===== src/rtl/acs_pkg.sv =====
// ----------------------------------------------------------------------------
// acs_pkg
// Shared types and constants of the angle compare event scheduler.
// ----------------------------------------------------------------------------
package acs_pkg;

   // table size and derived widths
   localparam int SLOT_COUNT = 8;
   localparam int SLOT_W     = (SLOT_COUNT > 1) ? $clog2(SLOT_COUNT) : 1;
   localparam int CNT_W      = SLOT_W + 1;

   // position layout: revolutions in the upper half, angle in the lower half
   localparam int POS_W   = 32;
   localparam int ANGLE_W = 16;
   localparam int REV_W   = POS_W - ANGLE_W;
   localparam int TAG_W   = 8;

   localparam logic [POS_W-1:0] PERIOD_STEP_RESET = 32'h0001_0000;

   // operation codes
   localparam logic [2:0] OP_REG_PERIODIC   = 3'd0;
   localparam logic [2:0] OP_REG_ONESHOT    = 3'd1;
   localparam logic [2:0] OP_COMPARE_EVENT  = 3'd2;
   localparam logic [2:0] OP_CLEAR_ONESHOT  = 3'd3;
   localparam logic [2:0] OP_CLEAR_PERIODIC = 3'd4;

   // entry kinds
   typedef enum logic [1:0] {
      KIND_FREE     = 2'd0,
      KIND_ONESHOT  = 2'd1,
      KIND_PERIODIC = 2'd2
   } kind_type;

   // input item
   typedef struct packed {
      logic [2:0]       operation;
      logic [POS_W-1:0] current_position;
      logic [POS_W-1:0] target_position;
      logic [TAG_W-1:0] event_tag;
   } req_type;

   // result item
   typedef struct packed {
      logic             accepted;
      logic [2:0]       slot_used;
      logic             fired;
      logic [TAG_W-1:0] fired_tag;
      logic             compare_set;
      logic [POS_W-1:0] compare_position;
   } rsp_type;

   // one stored entry
   typedef struct packed {
      logic [POS_W-1:0] position;
      logic [TAG_W-1:0] tag;
   } entry_type;

endpackage


===== src/rtl/acs_entry_ram.sv =====
// ----------------------------------------------------------------------------
// acs_entry_ram
// Simple dual-port RAM: one write port, one registered read port.
// ----------------------------------------------------------------------------
module acs_entry_ram #(
   parameter int DEPTH = 8,
   parameter int WIDTH = 40
) (
   input  logic                                         clock,
   input  logic                                         wr_en,
   input  logic [((DEPTH > 1) ? $clog2(DEPTH) : 1)-1:0] wr_addr,
   input  logic [WIDTH-1:0]                             wr_data,
   input  logic                                         rd_en,
   input  logic [((DEPTH > 1) ? $clog2(DEPTH) : 1)-1:0] rd_addr,
   output logic [WIDTH-1:0]                             rd_data
);

   logic [WIDTH-1:0] mem [DEPTH];
   logic [WIDTH-1:0] rd_data_ff;

   // write port
   always_ff @(posedge clock) begin
      if (wr_en) begin
         mem[wr_addr] <= wr_data;
      end
   end

   // registered read port
   always_ff @(posedge clock) begin
      if (rd_en) begin
         rd_data_ff <= mem[rd_addr];
      end
   end

   assign rd_data = rd_data_ff;

endmodule


===== src/rtl/angle_compare_event_scheduler.sv =====
// ----------------------------------------------------------------------------
// angle_compare_event_scheduler
// Table of compare entries against an encoder position, with a serial
// rescan for the earliest active entry after each compare event.
// ----------------------------------------------------------------------------
//
//   channel | ports                              | direction
//   --------+------------------------------------+-----------
//   req     | req_valid, req_stall, req_item     | in
//   rsp     | rsp_valid, rsp_stall, rsp_item     | out
//   csr     | csr_valid, csr_ready, csr_data     | in
//
// registration, clear and unknown items: pass from idle through exec and done to the result register
// compare event: also passes through the scan state, a one-entry-per-cycle
// scan through the read port of the entry RAM
// one item is in flight at a time; a new item is taken while a result waits
// synchronous active-high reset frees all slots, current slot = last slot
// a stalled result holds the block in its final state until it is taken
// ----------------------------------------------------------------------------
module angle_compare_event_scheduler (
   input  logic             clock,
   input  logic             reset,
   input  logic             req_valid,
   output logic             req_stall,
   input  acs_pkg::req_type req_item,
   output logic             rsp_valid,
   input  logic             rsp_stall,
   output acs_pkg::rsp_type rsp_item,
   input  logic             csr_valid,
   output logic             csr_ready,
   input  logic [31:0]      csr_data
);

   typedef enum logic [3:0] {
      ST_IDLE = 4'b0001,
      ST_EXEC = 4'b0010,
      ST_SCAN = 4'b0100,
      ST_DONE = 4'b1000
   } state_type;

   state_type                             state_ff, state_in;
   acs_pkg::kind_type                     kind_ff [acs_pkg::SLOT_COUNT];
   acs_pkg::kind_type                     kind_in [acs_pkg::SLOT_COUNT];
   logic [acs_pkg::SLOT_W-1:0]            cur_slot_ff, cur_slot_in;
   logic [acs_pkg::POS_W-1:0]             period_step_ff;
   acs_pkg::req_type                      item_ff, item_in;
   acs_pkg::rsp_type                      res_ff, res_in;
   logic                                  rsp_valid_ff, rsp_valid_in;
   acs_pkg::rsp_type                      rsp_item_ff, rsp_item_in;
   logic [acs_pkg::CNT_W-1:0]             issue_cnt_ff, issue_cnt_in;
   logic                                  chk_vld_ff, chk_vld_in;
   logic [acs_pkg::SLOT_W-1:0]            chk_idx_ff, chk_idx_in;
   logic                                  found_ff, found_in;
   logic [acs_pkg::POS_W-1:0]             best_ff, best_in;
   logic [acs_pkg::SLOT_W-1:0]            best_slot_ff, best_slot_in;

   logic                                  req_accept;
   logic                                  free_found;
   logic [acs_pkg::SLOT_W-1:0]            free_idx;
   logic                                  mem_wr_en;
   logic [acs_pkg::SLOT_W-1:0]            mem_wr_addr;
   acs_pkg::entry_type                    mem_wr_data;
   logic                                  mem_rd_en;
   logic [acs_pkg::SLOT_W-1:0]            mem_rd_addr;
   acs_pkg::entry_type                    mem_rd_data;
   logic [acs_pkg::POS_W-1:0]             new_pos;
   logic                                  take;
   logic                                  scan_last;
   logic [acs_pkg::REV_W-1:0]             rev;

   assign req_stall  = (state_ff != ST_IDLE);
   assign req_accept = req_valid && !req_stall;
   assign csr_ready  = 1'b1;
   assign rsp_valid  = rsp_valid_ff;
   assign rsp_item   = rsp_item_ff;

   // entry position and tag storage
   acs_entry_ram #(
      .DEPTH (acs_pkg::SLOT_COUNT),
      .WIDTH ($bits(acs_pkg::entry_type))
   ) u_entry_ram (
      .clock   (clock),
      .wr_en   (mem_wr_en),
      .wr_addr (mem_wr_addr),
      .wr_data (mem_wr_data),
      .rd_en   (mem_rd_en),
      .rd_addr (mem_rd_addr),
      .rd_data (mem_rd_data)
   );

   // lowest free slot
   always_comb begin
      free_found = 1'b0;
      free_idx   = '0;
      for (int i = acs_pkg::SLOT_COUNT - 1; i >= 0; i--) begin
         if (kind_ff[i] == acs_pkg::KIND_FREE) begin
            free_found = 1'b1;
            free_idx   = acs_pkg::SLOT_W'(i);
         end
      end
   end

   // position of a new entry: periodic placed at next occurrence of the angle
   always_comb begin
      rev = item_ff.current_position[acs_pkg::POS_W-1:acs_pkg::ANGLE_W];
      if (item_ff.current_position[acs_pkg::ANGLE_W-1:0] >
          item_ff.target_position[acs_pkg::ANGLE_W-1:0]) begin
         rev = rev + acs_pkg::REV_W'(1);
      end
      if (item_ff.operation == acs_pkg::OP_REG_PERIODIC) begin
         new_pos = {rev, item_ff.target_position[acs_pkg::ANGLE_W-1:0]};
      end else begin
         new_pos = item_ff.target_position;
      end
      take = (free_idx == cur_slot_ff) || (kind_ff[cur_slot_ff] == acs_pkg::KIND_FREE) ||
             (new_pos < mem_rd_data.position);
   end

   assign scan_last = chk_vld_ff && (chk_idx_ff == acs_pkg::SLOT_W'(acs_pkg::SLOT_COUNT - 1));

   // main control
   always_comb begin
      state_in     = state_ff;
      kind_in      = kind_ff;
      cur_slot_in  = cur_slot_ff;
      item_in      = item_ff;
      res_in       = res_ff;
      issue_cnt_in = issue_cnt_ff;
      chk_vld_in   = 1'b0;
      chk_idx_in   = chk_idx_ff;
      found_in     = found_ff;
      best_in      = best_ff;
      best_slot_in = best_slot_ff;
      mem_wr_en    = 1'b0;
      mem_wr_addr  = free_idx;
      mem_wr_data  = '{position: new_pos, tag: item_ff.event_tag};
      mem_rd_en    = 1'b0;
      mem_rd_addr  = cur_slot_ff;
      rsp_valid_in = rsp_valid_ff && rsp_stall;
      rsp_item_in  = rsp_item_ff;

      case (state_ff)
         ST_IDLE: begin
            // take the item and fetch the current entry
            if (req_accept) begin
               item_in   = req_item;
               mem_rd_en = 1'b1;
               state_in  = ST_EXEC;
            end
         end

         ST_EXEC: begin
            res_in   = '0;
            state_in = ST_DONE;
            case (item_ff.operation)
               acs_pkg::OP_REG_PERIODIC, acs_pkg::OP_REG_ONESHOT: begin
                  if (free_found) begin
                     mem_wr_en         = 1'b1;
                     kind_in[free_idx] = (item_ff.operation == acs_pkg::OP_REG_PERIODIC) ?
                                         acs_pkg::KIND_PERIODIC : acs_pkg::KIND_ONESHOT;
                     res_in.accepted   = 1'b1;
                     res_in.slot_used  = 3'(free_idx);
                     if (take) begin
                        cur_slot_in             = free_idx;
                        res_in.compare_set      = 1'b1;
                        res_in.compare_position = new_pos;
                     end
                  end
               end
               acs_pkg::OP_COMPARE_EVENT: begin
                  // fire the current entry, then advance or free it
                  if (kind_ff[cur_slot_ff] != acs_pkg::KIND_FREE) begin
                     res_in.fired     = 1'b1;
                     res_in.fired_tag = mem_rd_data.tag;
                  end
                  if (kind_ff[cur_slot_ff] == acs_pkg::KIND_PERIODIC) begin
                     mem_wr_en   = 1'b1;
                     mem_wr_addr = cur_slot_ff;
                     mem_wr_data = '{position: mem_rd_data.position + period_step_ff,
                                     tag: mem_rd_data.tag};
                  end else begin
                     kind_in[cur_slot_ff] = acs_pkg::KIND_FREE;
                  end
                  issue_cnt_in = '0;
                  found_in     = 1'b0;
                  state_in     = ST_SCAN;
               end
               acs_pkg::OP_CLEAR_ONESHOT: begin
                  for (int i = 0; i < acs_pkg::SLOT_COUNT; i++) begin
                     if (kind_ff[i] == acs_pkg::KIND_ONESHOT) begin
                        kind_in[i] = acs_pkg::KIND_FREE;
                     end
                  end
               end
               acs_pkg::OP_CLEAR_PERIODIC: begin
                  for (int i = 0; i < acs_pkg::SLOT_COUNT; i++) begin
                     if (kind_ff[i] == acs_pkg::KIND_PERIODIC) begin
                        kind_in[i] = acs_pkg::KIND_FREE;
                     end
                  end
               end
               default: begin
               end
            endcase
         end

         ST_SCAN: begin
            // issue one read per cycle
            if (issue_cnt_ff < acs_pkg::CNT_W'(acs_pkg::SLOT_COUNT)) begin
               mem_rd_en    = 1'b1;
               mem_rd_addr  = issue_cnt_ff[acs_pkg::SLOT_W-1:0];
               chk_vld_in   = 1'b1;
               chk_idx_in   = issue_cnt_ff[acs_pkg::SLOT_W-1:0];
               issue_cnt_in = issue_cnt_ff + acs_pkg::CNT_W'(1);
            end
            // keep the smallest active position, lowest slot on ties
            if (chk_vld_ff && (kind_ff[chk_idx_ff] != acs_pkg::KIND_FREE) &&
                (!found_ff || (mem_rd_data.position < best_ff))) begin
               found_in     = 1'b1;
               best_in      = mem_rd_data.position;
               best_slot_in = chk_idx_ff;
            end
            if (scan_last) begin
               if (found_in) begin
                  cur_slot_in = best_slot_in;
               end
               res_in.compare_set      = found_in;
               res_in.compare_position = found_in ? best_in : '0;
               state_in                = ST_DONE;
            end
         end

         ST_DONE: begin
            // hand the result to the output register when it is free
            if (!rsp_valid_ff || !rsp_stall) begin
               rsp_valid_in = 1'b1;
               rsp_item_in  = res_ff;
               state_in     = ST_IDLE;
            end
         end

         default: begin
            state_in = ST_IDLE;
         end
      endcase
   end

   // control registers
   always_ff @(posedge clock) begin
      if (reset) begin
         state_ff       <= ST_IDLE;
         cur_slot_ff    <= acs_pkg::SLOT_W'(acs_pkg::SLOT_COUNT - 1);
         rsp_valid_ff   <= 1'b0;
         chk_vld_ff     <= 1'b0;
         period_step_ff <= acs_pkg::PERIOD_STEP_RESET;
         for (int i = 0; i < acs_pkg::SLOT_COUNT; i++) begin
            kind_ff[i] <= acs_pkg::KIND_FREE;
         end
      end else begin
         state_ff     <= state_in;
         cur_slot_ff  <= cur_slot_in;
         rsp_valid_ff <= rsp_valid_in;
         chk_vld_ff   <= chk_vld_in;
         kind_ff      <= kind_in;
         if (csr_valid && csr_ready) begin
            period_step_ff <= csr_data;
         end
      end
   end

   // payload registers
   always_ff @(posedge clock) begin
      item_ff      <= item_in;
      res_ff       <= res_in;
      rsp_item_ff  <= rsp_item_in;
      issue_cnt_ff <= issue_cnt_in;
      chk_idx_ff   <= chk_idx_in;
      found_ff     <= found_in;
      best_ff      <= best_in;
      best_slot_ff <= best_slot_in;
   end

`ifndef SYNTH
   // a successful registration leaves its slot active
   assert property (@(posedge clock) disable iff (reset)
      (state_ff == ST_EXEC && free_found &&
       (item_ff.operation == acs_pkg::OP_REG_PERIODIC ||
        item_ff.operation == acs_pkg::OP_REG_ONESHOT))
      |=> kind_ff[$past(free_idx)] != acs_pkg::KIND_FREE)
      else $error("registered slot not active");

   // a rescan that found an entry points the current slot at an active entry
   assert property (@(posedge clock) disable iff (reset)
      (state_ff == ST_SCAN && scan_last && found_in)
      |=> kind_ff[cur_slot_ff] != acs_pkg::KIND_FREE)
      else $error("rescan selected a free slot");

   // results appear only out of the final state
   assert property (@(posedge clock) disable iff (reset)
      $rose(rsp_valid_ff) |-> $past(state_ff == ST_DONE))
      else $error("result without finished item");

   // the scan never issues past the table
   assert property (@(posedge clock) disable iff (reset)
      (state_ff == ST_SCAN) |-> issue_cnt_ff <= acs_pkg::CNT_W'(acs_pkg::SLOT_COUNT))
      else $error("scan counter overran");
`endif

endmodule

===== config.mk =====
export PLATFORM = sky130hd
export DESIGN_NAME = angle_compare_event_scheduler
export DESIGN_NICKNAME = d
export VERILOG_FILES = /design/src/rtl/acs_pkg.sv /design/src/rtl/acs_entry_ram.sv /design/src/rtl/angle_compare_event_scheduler.sv
export SDC_FILE = /design/constraint.sdc
export NUM_CORES = 1
export LEC_CHECK = 0
export BUFFER_PORTS_ARGS = -buffer_cell sky130_fd_sc_hd__buf_2
export CAP_MARGIN = 20
export CORE_UTILIZATION = 35
export CTS_CLUSTER_SIZE = 40
export DETAILED_ROUTE_END_ITERATION = 10
export MAX_ROUTING_LAYER = met4
export SYNTH_ARGS = -nofsm -noshare
export SYNTH_HDL_FRONTEND = slang
export SYNTH_HIERARCHICAL = 1
export SYNTH_SLANG_ARGS = --single-unit

===== constraint.sdc =====
create_clock -name clock -period 16.9 [get_ports clock]
set_input_delay 0 -clock clock [delete_from_list [all_inputs] [get_ports clock]]
set_output_delay 0 -clock clock [all_outputs]
set_load 0.05 [all_outputs]

Word-level counts from Yosys, hierarchy flattened --
Memory sizes are Yosys's and may differ from the RTL's. A register that Yosys moved wholly into a read port is not among the register bits. Cells that the tools add are included.
Storage, ports and cells: output and inout bits 49, input port bits 112, logic and storage cells 253, register bits 267, memory bits (writable) 320, memories 1
Memories:
- u_entry_ram.mem | depth 8, bits a word 40, read ports 1, clocked after memory_dff 1, write ports 1, RTL line acs_entry_ram.sv:18 | logic [WIDTH-1:0] mem [DEPTH];
Operators by class: $lt $le $gt $ge 9, bitwise gates (word level) 6, mux-type cells 96, equal/unequal tests 55, reductions and logical operators 49, add/sub/neg operators 3
Operator list (count):
- two-way mux 33 bit | 4
- two-way mux 40 bit | 3
- two-way mux 32 bit | 3
- case mux 33 bit (2 select lines) | 1
- < comparator 32 bit | 2
- case mux 16 bit (4 select lines) | 1
- two-way mux 3 bit | 19
- AND reduction 6 bit | 9
- != test 2 bit, second input constant | 25
- two-way mux 16 bit | 3
- two-way mux 2 bit | 23
- adder 32 bit | 1
- two-way mux 4 bit | 7
- two-way mux 1 bit | 20
- equality test 2 bit, second input constant | 9
- zero test 2 bit | 9
- adder 16 x 1 -> 16 bit, second input constant | 1
- AND 16 bit | 1
- bitwise mux 16 bit | 1
- equality test 2 x 1 -> 1 bit, second input constant | 8
- > comparator 16 bit | 1
- inverter 16 bit | 1
- case mux 4 bit (4 select lines) | 1
- AND reduction 2 bit | 7
- 30 further kinds | 58

Depth between registers and ports, before layout --
Gate-level depths: netlist of run 1.
word-level depth 17, depth in mapped cells 23, depth with buffers taken out 19

Hierarchy --
The synthesis of run 1 kept the hierarchy.
By module, submodules not included:
- angle_compare_event_scheduler | sequential area each 7447.1 µm², cells each 1385, area an instance 14925.6 µm², times used 1
- acs_entry_ram | sequential area each 10810.4 µm², cells each 515, area an instance 13571.8 µm², times used 1

Least setup slack after synthesis of run 1 --
No wires, ideal clock.
path type reg2reg, from reg cur_slot_ff[1] (netlist name), to mem u_entry_ram.mem[0][0] (enable), stages on the path, launching flop included 10, setup time 0.487 ns, period minus slack after synthesis 5.375 ns, slack 11.525 ns, data arrival time 4.889 ns, buffers on the path 3, path through dfxtp_1 > mux4_2 > mux2_2 > o211ai_2 > or2_1 > clkbuf_1 > buf_2 > buf_2 > o21ai_0 > nor3_1
On the way: elaborated cells between the ends (all ways) 13
RTL lines:
- start, declared | RTL line angle_compare_event_scheduler.sv:44 | logic [acs_pkg::SLOT_W-1:0] cur_slot_ff, cur_slot_in;
- start signal, assigned | RTL line angle_compare_event_scheduler.sv:252 | cur_slot_ff <= acs_pkg::SLOT_W'(acs_pkg::SLOT_COUNT - 1);
- start signal, assigned | RTL line angle_compare_event_scheduler.sv:261 | cur_slot_ff <= cur_slot_in;
- inverter 3 -> 4 bit (not written as such) | RTL line angle_compare_event_scheduler.sv:176 | if (kind_ff[cur_slot_ff] == acs_pkg::KIND_PERIODIC) begin
- binary-select mux 2 bit (select 3 bit) | RTL line angle_compare_event_scheduler.sv:176
- two-way mux 2 bit (not written as such) (2 in series) | RTL line angle_compare_event_scheduler.sv:176
- equality test 2 bit | RTL line angle_compare_event_scheduler.sv:176
- two-way mux 3 bit | RTL line angle_compare_event_scheduler.sv:176
- two-way mux 3 bit | RTL line angle_compare_event_scheduler.sv:155 | case (item_ff.operation)
- two-way mux 3 bit | RTL line angle_compare_event_scheduler.sv:142 | case (state_ff)
- net mem_wr_addr (one bit) | RTL line angle_compare_event_scheduler.sv:61 | logic [acs_pkg::SLOT_W-1:0] mem_wr_addr;
- end, declared | RTL line acs_entry_ram.sv:18
The timed path passes the listed nets, and every way through them passes these cells. The select of a mux whose other input is x is not followed.

==> results of run 1 <==
cells by family after synthesis:
| family | after synthesis | share of synthesized area [%] |
|---|---|---|
| multiplexers | 213 | 12.5 |
| other | 1 | 0.0132 |
| adder cells (fa/ha/maj) | 112 | 4.94 |
| XOR/XNOR | 44 | 1.35 |
| AO/OA/AOI/OAI | 306 | 7.21 |
| buffers and inverters | 176 | 2.83 |
| flip-flops | 627 | 64.1 |
| AND/OR/NAND/NOR | 421 | 7.07 |
cell type report:
cell class / instances / share of cell area [%]
Sequential cell: 627 / 53.6
Multi-Input combinational cell: 1097 / 28.1
Timing Repair Buffer: 299 / 6.33
Clock buffer: 98 / 5.57
Tap cell: 1060 / 3.90
Clock inverter: 33 / 1.30
Inverter: 105 / 1.16
Antenna cell: 6 / 0.0441
placed cells by master, fill, tap and decap left out, drive strengths merged, types with 80 or more instances in the layout:
cell type | netlist | layout
dlygate4sd3 | 0 | 110
inv | 104 | 107
edfxtp | 570 | 570
nand2 | 123 | 123
nor2 | 120 | 120
buf | 34 | 188
mux4 | 85 | 85
o21ai | 80 | 80
clkbuf | 37 | 99
ha | 111 | 111
report_power, final:
group | switching, mW | total (mW) | internal [mW]
logic | 0.419 | 0.641 | 0.221
registers | 0.0744 | 1.93 | 1.85
clock network | 0.638 | 1.54 | 0.906
final timing paths:
| kind | end | startpoint | depth (start not counted) | slack (ns) |
|---|---|---|---|---|
| worst max-delay path | res_ff[14] | item_ff[23] | 17 | 11.14 |
| worst min-delay path | flop | reset | 3 | 0.04 |
| worst max register to register | res_ff[14] | item_ff[23] | 17 | 11.14 |
| worst min register to register | rsp_item[17] | res_ff[17] | 0 | 0.41 |
critical path, cell delays in order, from the launching register on:
cell,delay (ns)
edfxtp_1,0.42
inv_1,0.06
ha_1,0.30
nand4_1,0.20
nor4_1,0.91
nor2_1,0.37
nand4_1,0.20
or3b_2,0.50
ha_1,0.32
nand4_1,0.16
nor4_1,0.47
a221oi_1,0.17
o211ai_1,0.14
a31oi_1,0.10
a211o_1,0.29
and3_1,0.36
buf_4,0.30
a22o_1,0.22
per-stage QoR:
step	power, mW	cell area, um2	instances
5_1_grt	4.27	34000	3325
2_1_floorplan	2.34	28500	1900
4_1_cts	4.14	34000	3315
6_report	4.11	34000	3325
3_5_place_dp	2.57	30500	3075
3_3_place_gp	2.56	30500	3075
timing repair:
item	in CTS	in global routing
hold endpoints to repair	128	6
resized for setup	0	0
hold buffers	109	1
state kept, by name (all words and copies together) (netlist names), named ones only:
name,flops
u_entry_ram/mem,320
state_ff,4
period_step_ff,32
rsp_valid,1
found_ff,1
cur_slot_ff,3
rsp_item,46
chk_vld_ff,1
issue_cnt_ff,4
res_ff,46
u_entry_ram/rd_data,40
best_slot_ff,3
item_ff,75
chk_idx_ff,3
best_ff,32
routing by layer:
layer | GRT usage (%) | routed length [um] | up-vias
met4 | 6.30 | 1960 | 0
met2 | 30.5 | 36800 | 582
met1 | 24.3 | 33600 | 8912
met3 | 2.95 | 3990 | 131
li1 | - | - | 8036
met5 | - | 0 | -
==> out/metrics.cfg, run 1 <==
[logic_synthesis]
ys_seq_area_share_pct=64.1
syn-cell-area_um2=28500
synth-async-reset-ratio_pct=0
ys_ff_latch=627
synth_largest_area_cell=edfxtp_1
yosys-top-cells-area=edfxtp_1 60%, mux4_1 7.5%, ha_1 4.9%
synthFlopType=edfxtp_1
syn_avg_cell_area_um2=15.0
ys_top_cells_by_count=570 x edfxtp_1, 123 x nand2_1, 119 x nor2_1, 111 x ha_1, 104 x inv_1
syn_nets=2124
synth_cell_types=77
yosys_warnings=6
synth_most_common_cell=edfxtp_1
synth_top_area_share_pct=60.1
synthCells=1900
synth_edf_count=570

[run]
max-cap-violations=0

[setup_path]
cp.required_ns=17.26
crit_path_max_fanout=16
end_kind=flop
start_kind=flop
criticalPathCategory=reg2reg
worstPathArrival_ns=6.12

[layout]
nets=2425
drive_gt1_share_pct=16.5
fin_util_pct=42.3
areaGrowthSynthToFinish_pct=19.5
multiInputGateArea_um2=9560
fillerInstances=7213
regArea_um2=18300

[clock_tree]
clkTransAtPathRegs_ns=0.06
clock_sinks=627
cts_tree=yes
clock-root-buffer=clkbuf_16
clk_latency_ns=0.64
postCtsSetupRepairBufs=0
clock_path_buffers=3
cts_buffers=71
cts_max_level=3

[floorplan]
die_w_um=287
core_area_um2=80500
die_area_um2=82600
num_rows=104
io_pins=161
die_h_um=287
initial_utilization_pct=35.4

[place]
post-place-ws_ns=11.04
io_buffers=159
routabilityCongestion=0.949
place.detailed.hpwl_um=50800

[grt]
grt_usage_pct=18.9
grt_pass1_wl_um=112000
antenna_found_initial=6
grt_pass1_vias=17800
grt-ovfl-total=0
grt_max_degree=81

[detailed_routing]
vias=17700
drtIter0Drc=1325
first_pass_iters=5
viasPerCell=5.31
drt_wl_total_um=76400
post-route-drc-count=0
wire_per_inst_um=23.0
ant_nets=0

[timing]
max_freq_ghz=0.174
layout_setup_ws_ns=11.14
min_period_over_period_pct=34.1
hold_ws_ns=0.0360
tightest_slew_ns=1.17
slew_violations=0
rsz0062_at_grt=no
setup_viol=0
fin_setup_tns_ns=0
relSlewSlack_pct=21.9
skew_ns=0.0315
hold_viol_final=0
min_period_ns=5.76

[pwr]
p_per_area_nw_per_um2=121
vdd_drop_max_v=0.0000647
leakagePower_nw=13.0

[status]
outcome=finished, final reports clean

[worst_hold_path]
holdCritPathClass=in2reg

Note: power is estimated with default switching activity, not from simulation.
==> run 2, diff against run 1 <==
==> constraint.sdc (replaced) <==
create_clock -name clock -period 5.1 [get_ports clock]
set_input_delay 0 -clock clock [delete_from_list [all_inputs] [get_ports clock]]
set_output_delay 0 -clock clock [all_outputs]
set_load 0.05 [all_outputs]
==> run 2 against run 1 <==
  * Largest power group unchanged
  * Critical path depth increased by 3
  * Via count increased by 0.59%
  * Flip-flop and latch count unchanged
  * Cell area increased by 1.4%
  * Sequential power increased to 3.3 times the previous value
  * Count of clock-buffer cells in the layout decreased by 17
  * First-iteration DRC count increased by 9.0%
  * Cell count increased by 1.4%
  * Clock power increased to 3.2 times the previous value
  * Die area unchanged
  * Clock skew decreased by 0.0061 ns
  * Combinational power increased to 3.5 times the previous value
  * Critical endpoint is now res_ff[12]
==> out/metrics.cfg, run 2 (synthesis gave the netlist of run 1 again) <==
[pwr]
p_int_mw=9.76  ; +230%
seq_power_share_pct=47.2  ; +0.3 points
p_switching_mw=3.72  ; +230%
p_comb_share_pct=16.5  ; +0.9 points
leakagePower_nw=13.3  ; +2.2%
total_power_mw=13.5  ; +230%
pwr-share-clk_pct=36.3  ; -1.2 points
switching_share_pct=27.6  ; +0.037 points
p_per_area_nw_per_um2=390  ; +220%
vdd_drop_max_v=0.000211  ; +230%

[setup_path]
criticalPathCategory=reg2reg
start_kind=flop
cp.required_ns=5.45  ; -11.81 ns
r2r_slack_ns=0.45  ; -10.70 ns
worstPathArrival_ns=5.00  ; -1.12 ns
end_kind=flop
crit_path_max_fanout=28  ; +12

[floorplan]
io_pins=161  ; unchanged
num_rows=104  ; unchanged
core_area_um2=80500  ; unchanged
die_w_um=287  ; unchanged
die_area_um2=82600  ; unchanged
initial_utilization_pct=35.4  ; unchanged
die_h_um=287  ; unchanged

[timing]
setup_viol=0  ; unchanged
fin_setup_tns_ns=0  ; unchanged
min_period_over_period_pct=91.2  ; +57 points
rsz0062_at_grt=no
hold_viol_final=0  ; unchanged
max_freq_ghz=0.215  ; +24%
min_period_ns=4.65  ; -1.10 ns
layout_setup_ws_ns=0.447  ; -10.70 ns
relSlewSlack_pct=25.4  ; +3.5 points
skew_ns=0.0254  ; -0.00607 ns
slew_violations=0  ; unchanged
hold_ws_ns=0.0297  ; -0.00629 ns
tightest_slew_ns=1.12  ; -0.0517 ns

[run]
max-cap-violations=0  ; unchanged

[place]
routabilityCongestion=0.930  ; -2.0%
io_buffers=159  ; unchanged
dp.cells=3110  ; +1.1%
postPlaceCellArea_um2=31000  ; +1.4%
place.detailed.hpwl_um=49800  ; -1.9%
post-place-ws_ns=0.368  ; -10.67 ns

[layout]
num_antenna_cells=0  ; -6
nets=2478  ; +2.2%
stdcell_area_um2=34500  ; +1.4%
fin_util_pct=42.9  ; +0.59 points
drive_gt1_share_pct=18.3  ; +1.8 points
layout_common_cells=570 x edfxtp_1, 159 x buf_2, 130 x dlygate4sd3_1
finalNonFillerCells=3370  ; +1.4%
largest_reg_flops=320  ; unchanged
top_register=u_entry_ram/mem
areaGrowthSynthToFinish_pct=21.1
fillerInstances=7161  ; -0.72%
layout_commonest_cell=edfxtp_1
reg.largest.list=u_entry_ram/mem: 320 flops, item_ff: 75 flops

[detailed_routing]
viasPerCell=5.27  ; -0.75%
ant_nets=0  ; unchanged
post-route-drc-count=0  ; unchanged
first_pass_iters=5  ; unchanged
vias=17800  ; +0.59%
drt_wl_total_um=75500  ; -1.2%
wire_per_inst_um=22.4  ; -2.6%
drtIter0Drc=1444  ; +9.0%

[clock_tree]
clock_path_buffers=3  ; unchanged
clock_sinks=627  ; unchanged
cts_buffers=70  ; -1.4%
clock-root-buffer=clkbuf_16
cts_max_level=3  ; unchanged
clk_latency_ns=0.62  ; -0.02 ns
clkTransAtPathRegs_ns=0.06  ; about the same
cts_tree=yes

[worst_hold_path]
holdCritPathClass=in2reg

[grt]
antenna_found_initial=0  ; -6
grt_pass1_vias=18000  ; +1.6%
grt_pass1_wl_um=112000  ; -0.84%
grt_max_degree=81  ; unchanged
grt-ovfl-total=0  ; unchanged
grt_usage_pct=18.7  ; -0.18 points

[status]
outcome=finished, final reports clean

[run 2: changes by cell type in the layout (fill, tap and decap cells not counted), moves of 6 or more]
cell / before / now
clkinvlp_4: 0 / 6
dlygate4sd3_1: 110 / 130
clkbuf_1: 25 / 8
diode_2: 6 / 0
clkinv_2: 5 / 14
buf_4: 27 / 50
buf_12: 1 / 13
[run 2: worst paths after layout]
path | start | endpoint | cells after the start
setup / recovery | item_ff[19] | res_ff[12] | 20
setup reg to reg | item_ff[19] | res_ff[12] | 20
hold reg to reg | res_ff[30] | rsp_item[30] | 0
hold / removal | reset | period_step_ff[10] | 2
[run 2: worst max-delay path, stage by stage (launching register included)]
cell,delay (ns)
edfxtp_1,0.41
inv_1,0.06
ha_1,0.31
nand4_1,0.15
a2111oi_0,0.37
or4b_1,0.17
buf_4,0.23
nor4b_1,0.34
xor2_1,0.12
mux2i_1,0.20
inv_1,0.07
ha_1,0.31
nand4_1,0.13
nor4_2,0.35
a221oi_1,0.14
o211ai_1,0.11
a31oi_1,0.08
a211o_1,0.26
and3_1,0.20
buf_12,0.17
a22o_1,0.20
[run 2: timing repair]
action / 4_1_cts / 5_1_grt
hold endpoints to repair: 112 / 0
hold buffers: 130 / 0
buffers inserted: 0 / 0
resized for setup: 0 / 1
endpoints found under the setup margin: 0 / 11
[run 2: power by group through the flow]
stage / registers, mW / clock network [mW] / logic (mW)
floorplan: 6.42 / 0 / 1.33
global placement: 6.46 / 0 / 2.09
detailed placement: 6.47 / 0 / 2.14
CTS: 6.36 / 5.01 / 2.23
global route: 6.38 / 5.20 / 2.45
finish: 6.36 / 4.90 / 2.22
[run 2: layer usage]
| metal | track usage, % | vias up | share of wire, % |
|---|---|---|---|
| li1 | - | 8128 | - |
| met1 | 24.4 | 9051 | 44 |
| met2 | 30.3 | 470 | 49 |
| met3 | 2.77 | 116 | 5.0 |
| met4 | 5.48 | 0 | 2.3 |
| met5 | - | - | 0 |
[run 2: cell type report]
cell class / instances / area (um2) / share of cell area (%)
Multi-Input combinational cell: 1097 / 9570 / 27.7
Tap cell: 1060 / 1330 / 3.84
Sequential cell: 627 / 18300 / 52.9
Inverter: 105 / 394 / 1.14
Clock buffer: 81 / 1810 / 5.26
Clock inverter: 47 / 419 / 1.21
Timing Repair Buffer: 353 / 2740 / 7.94
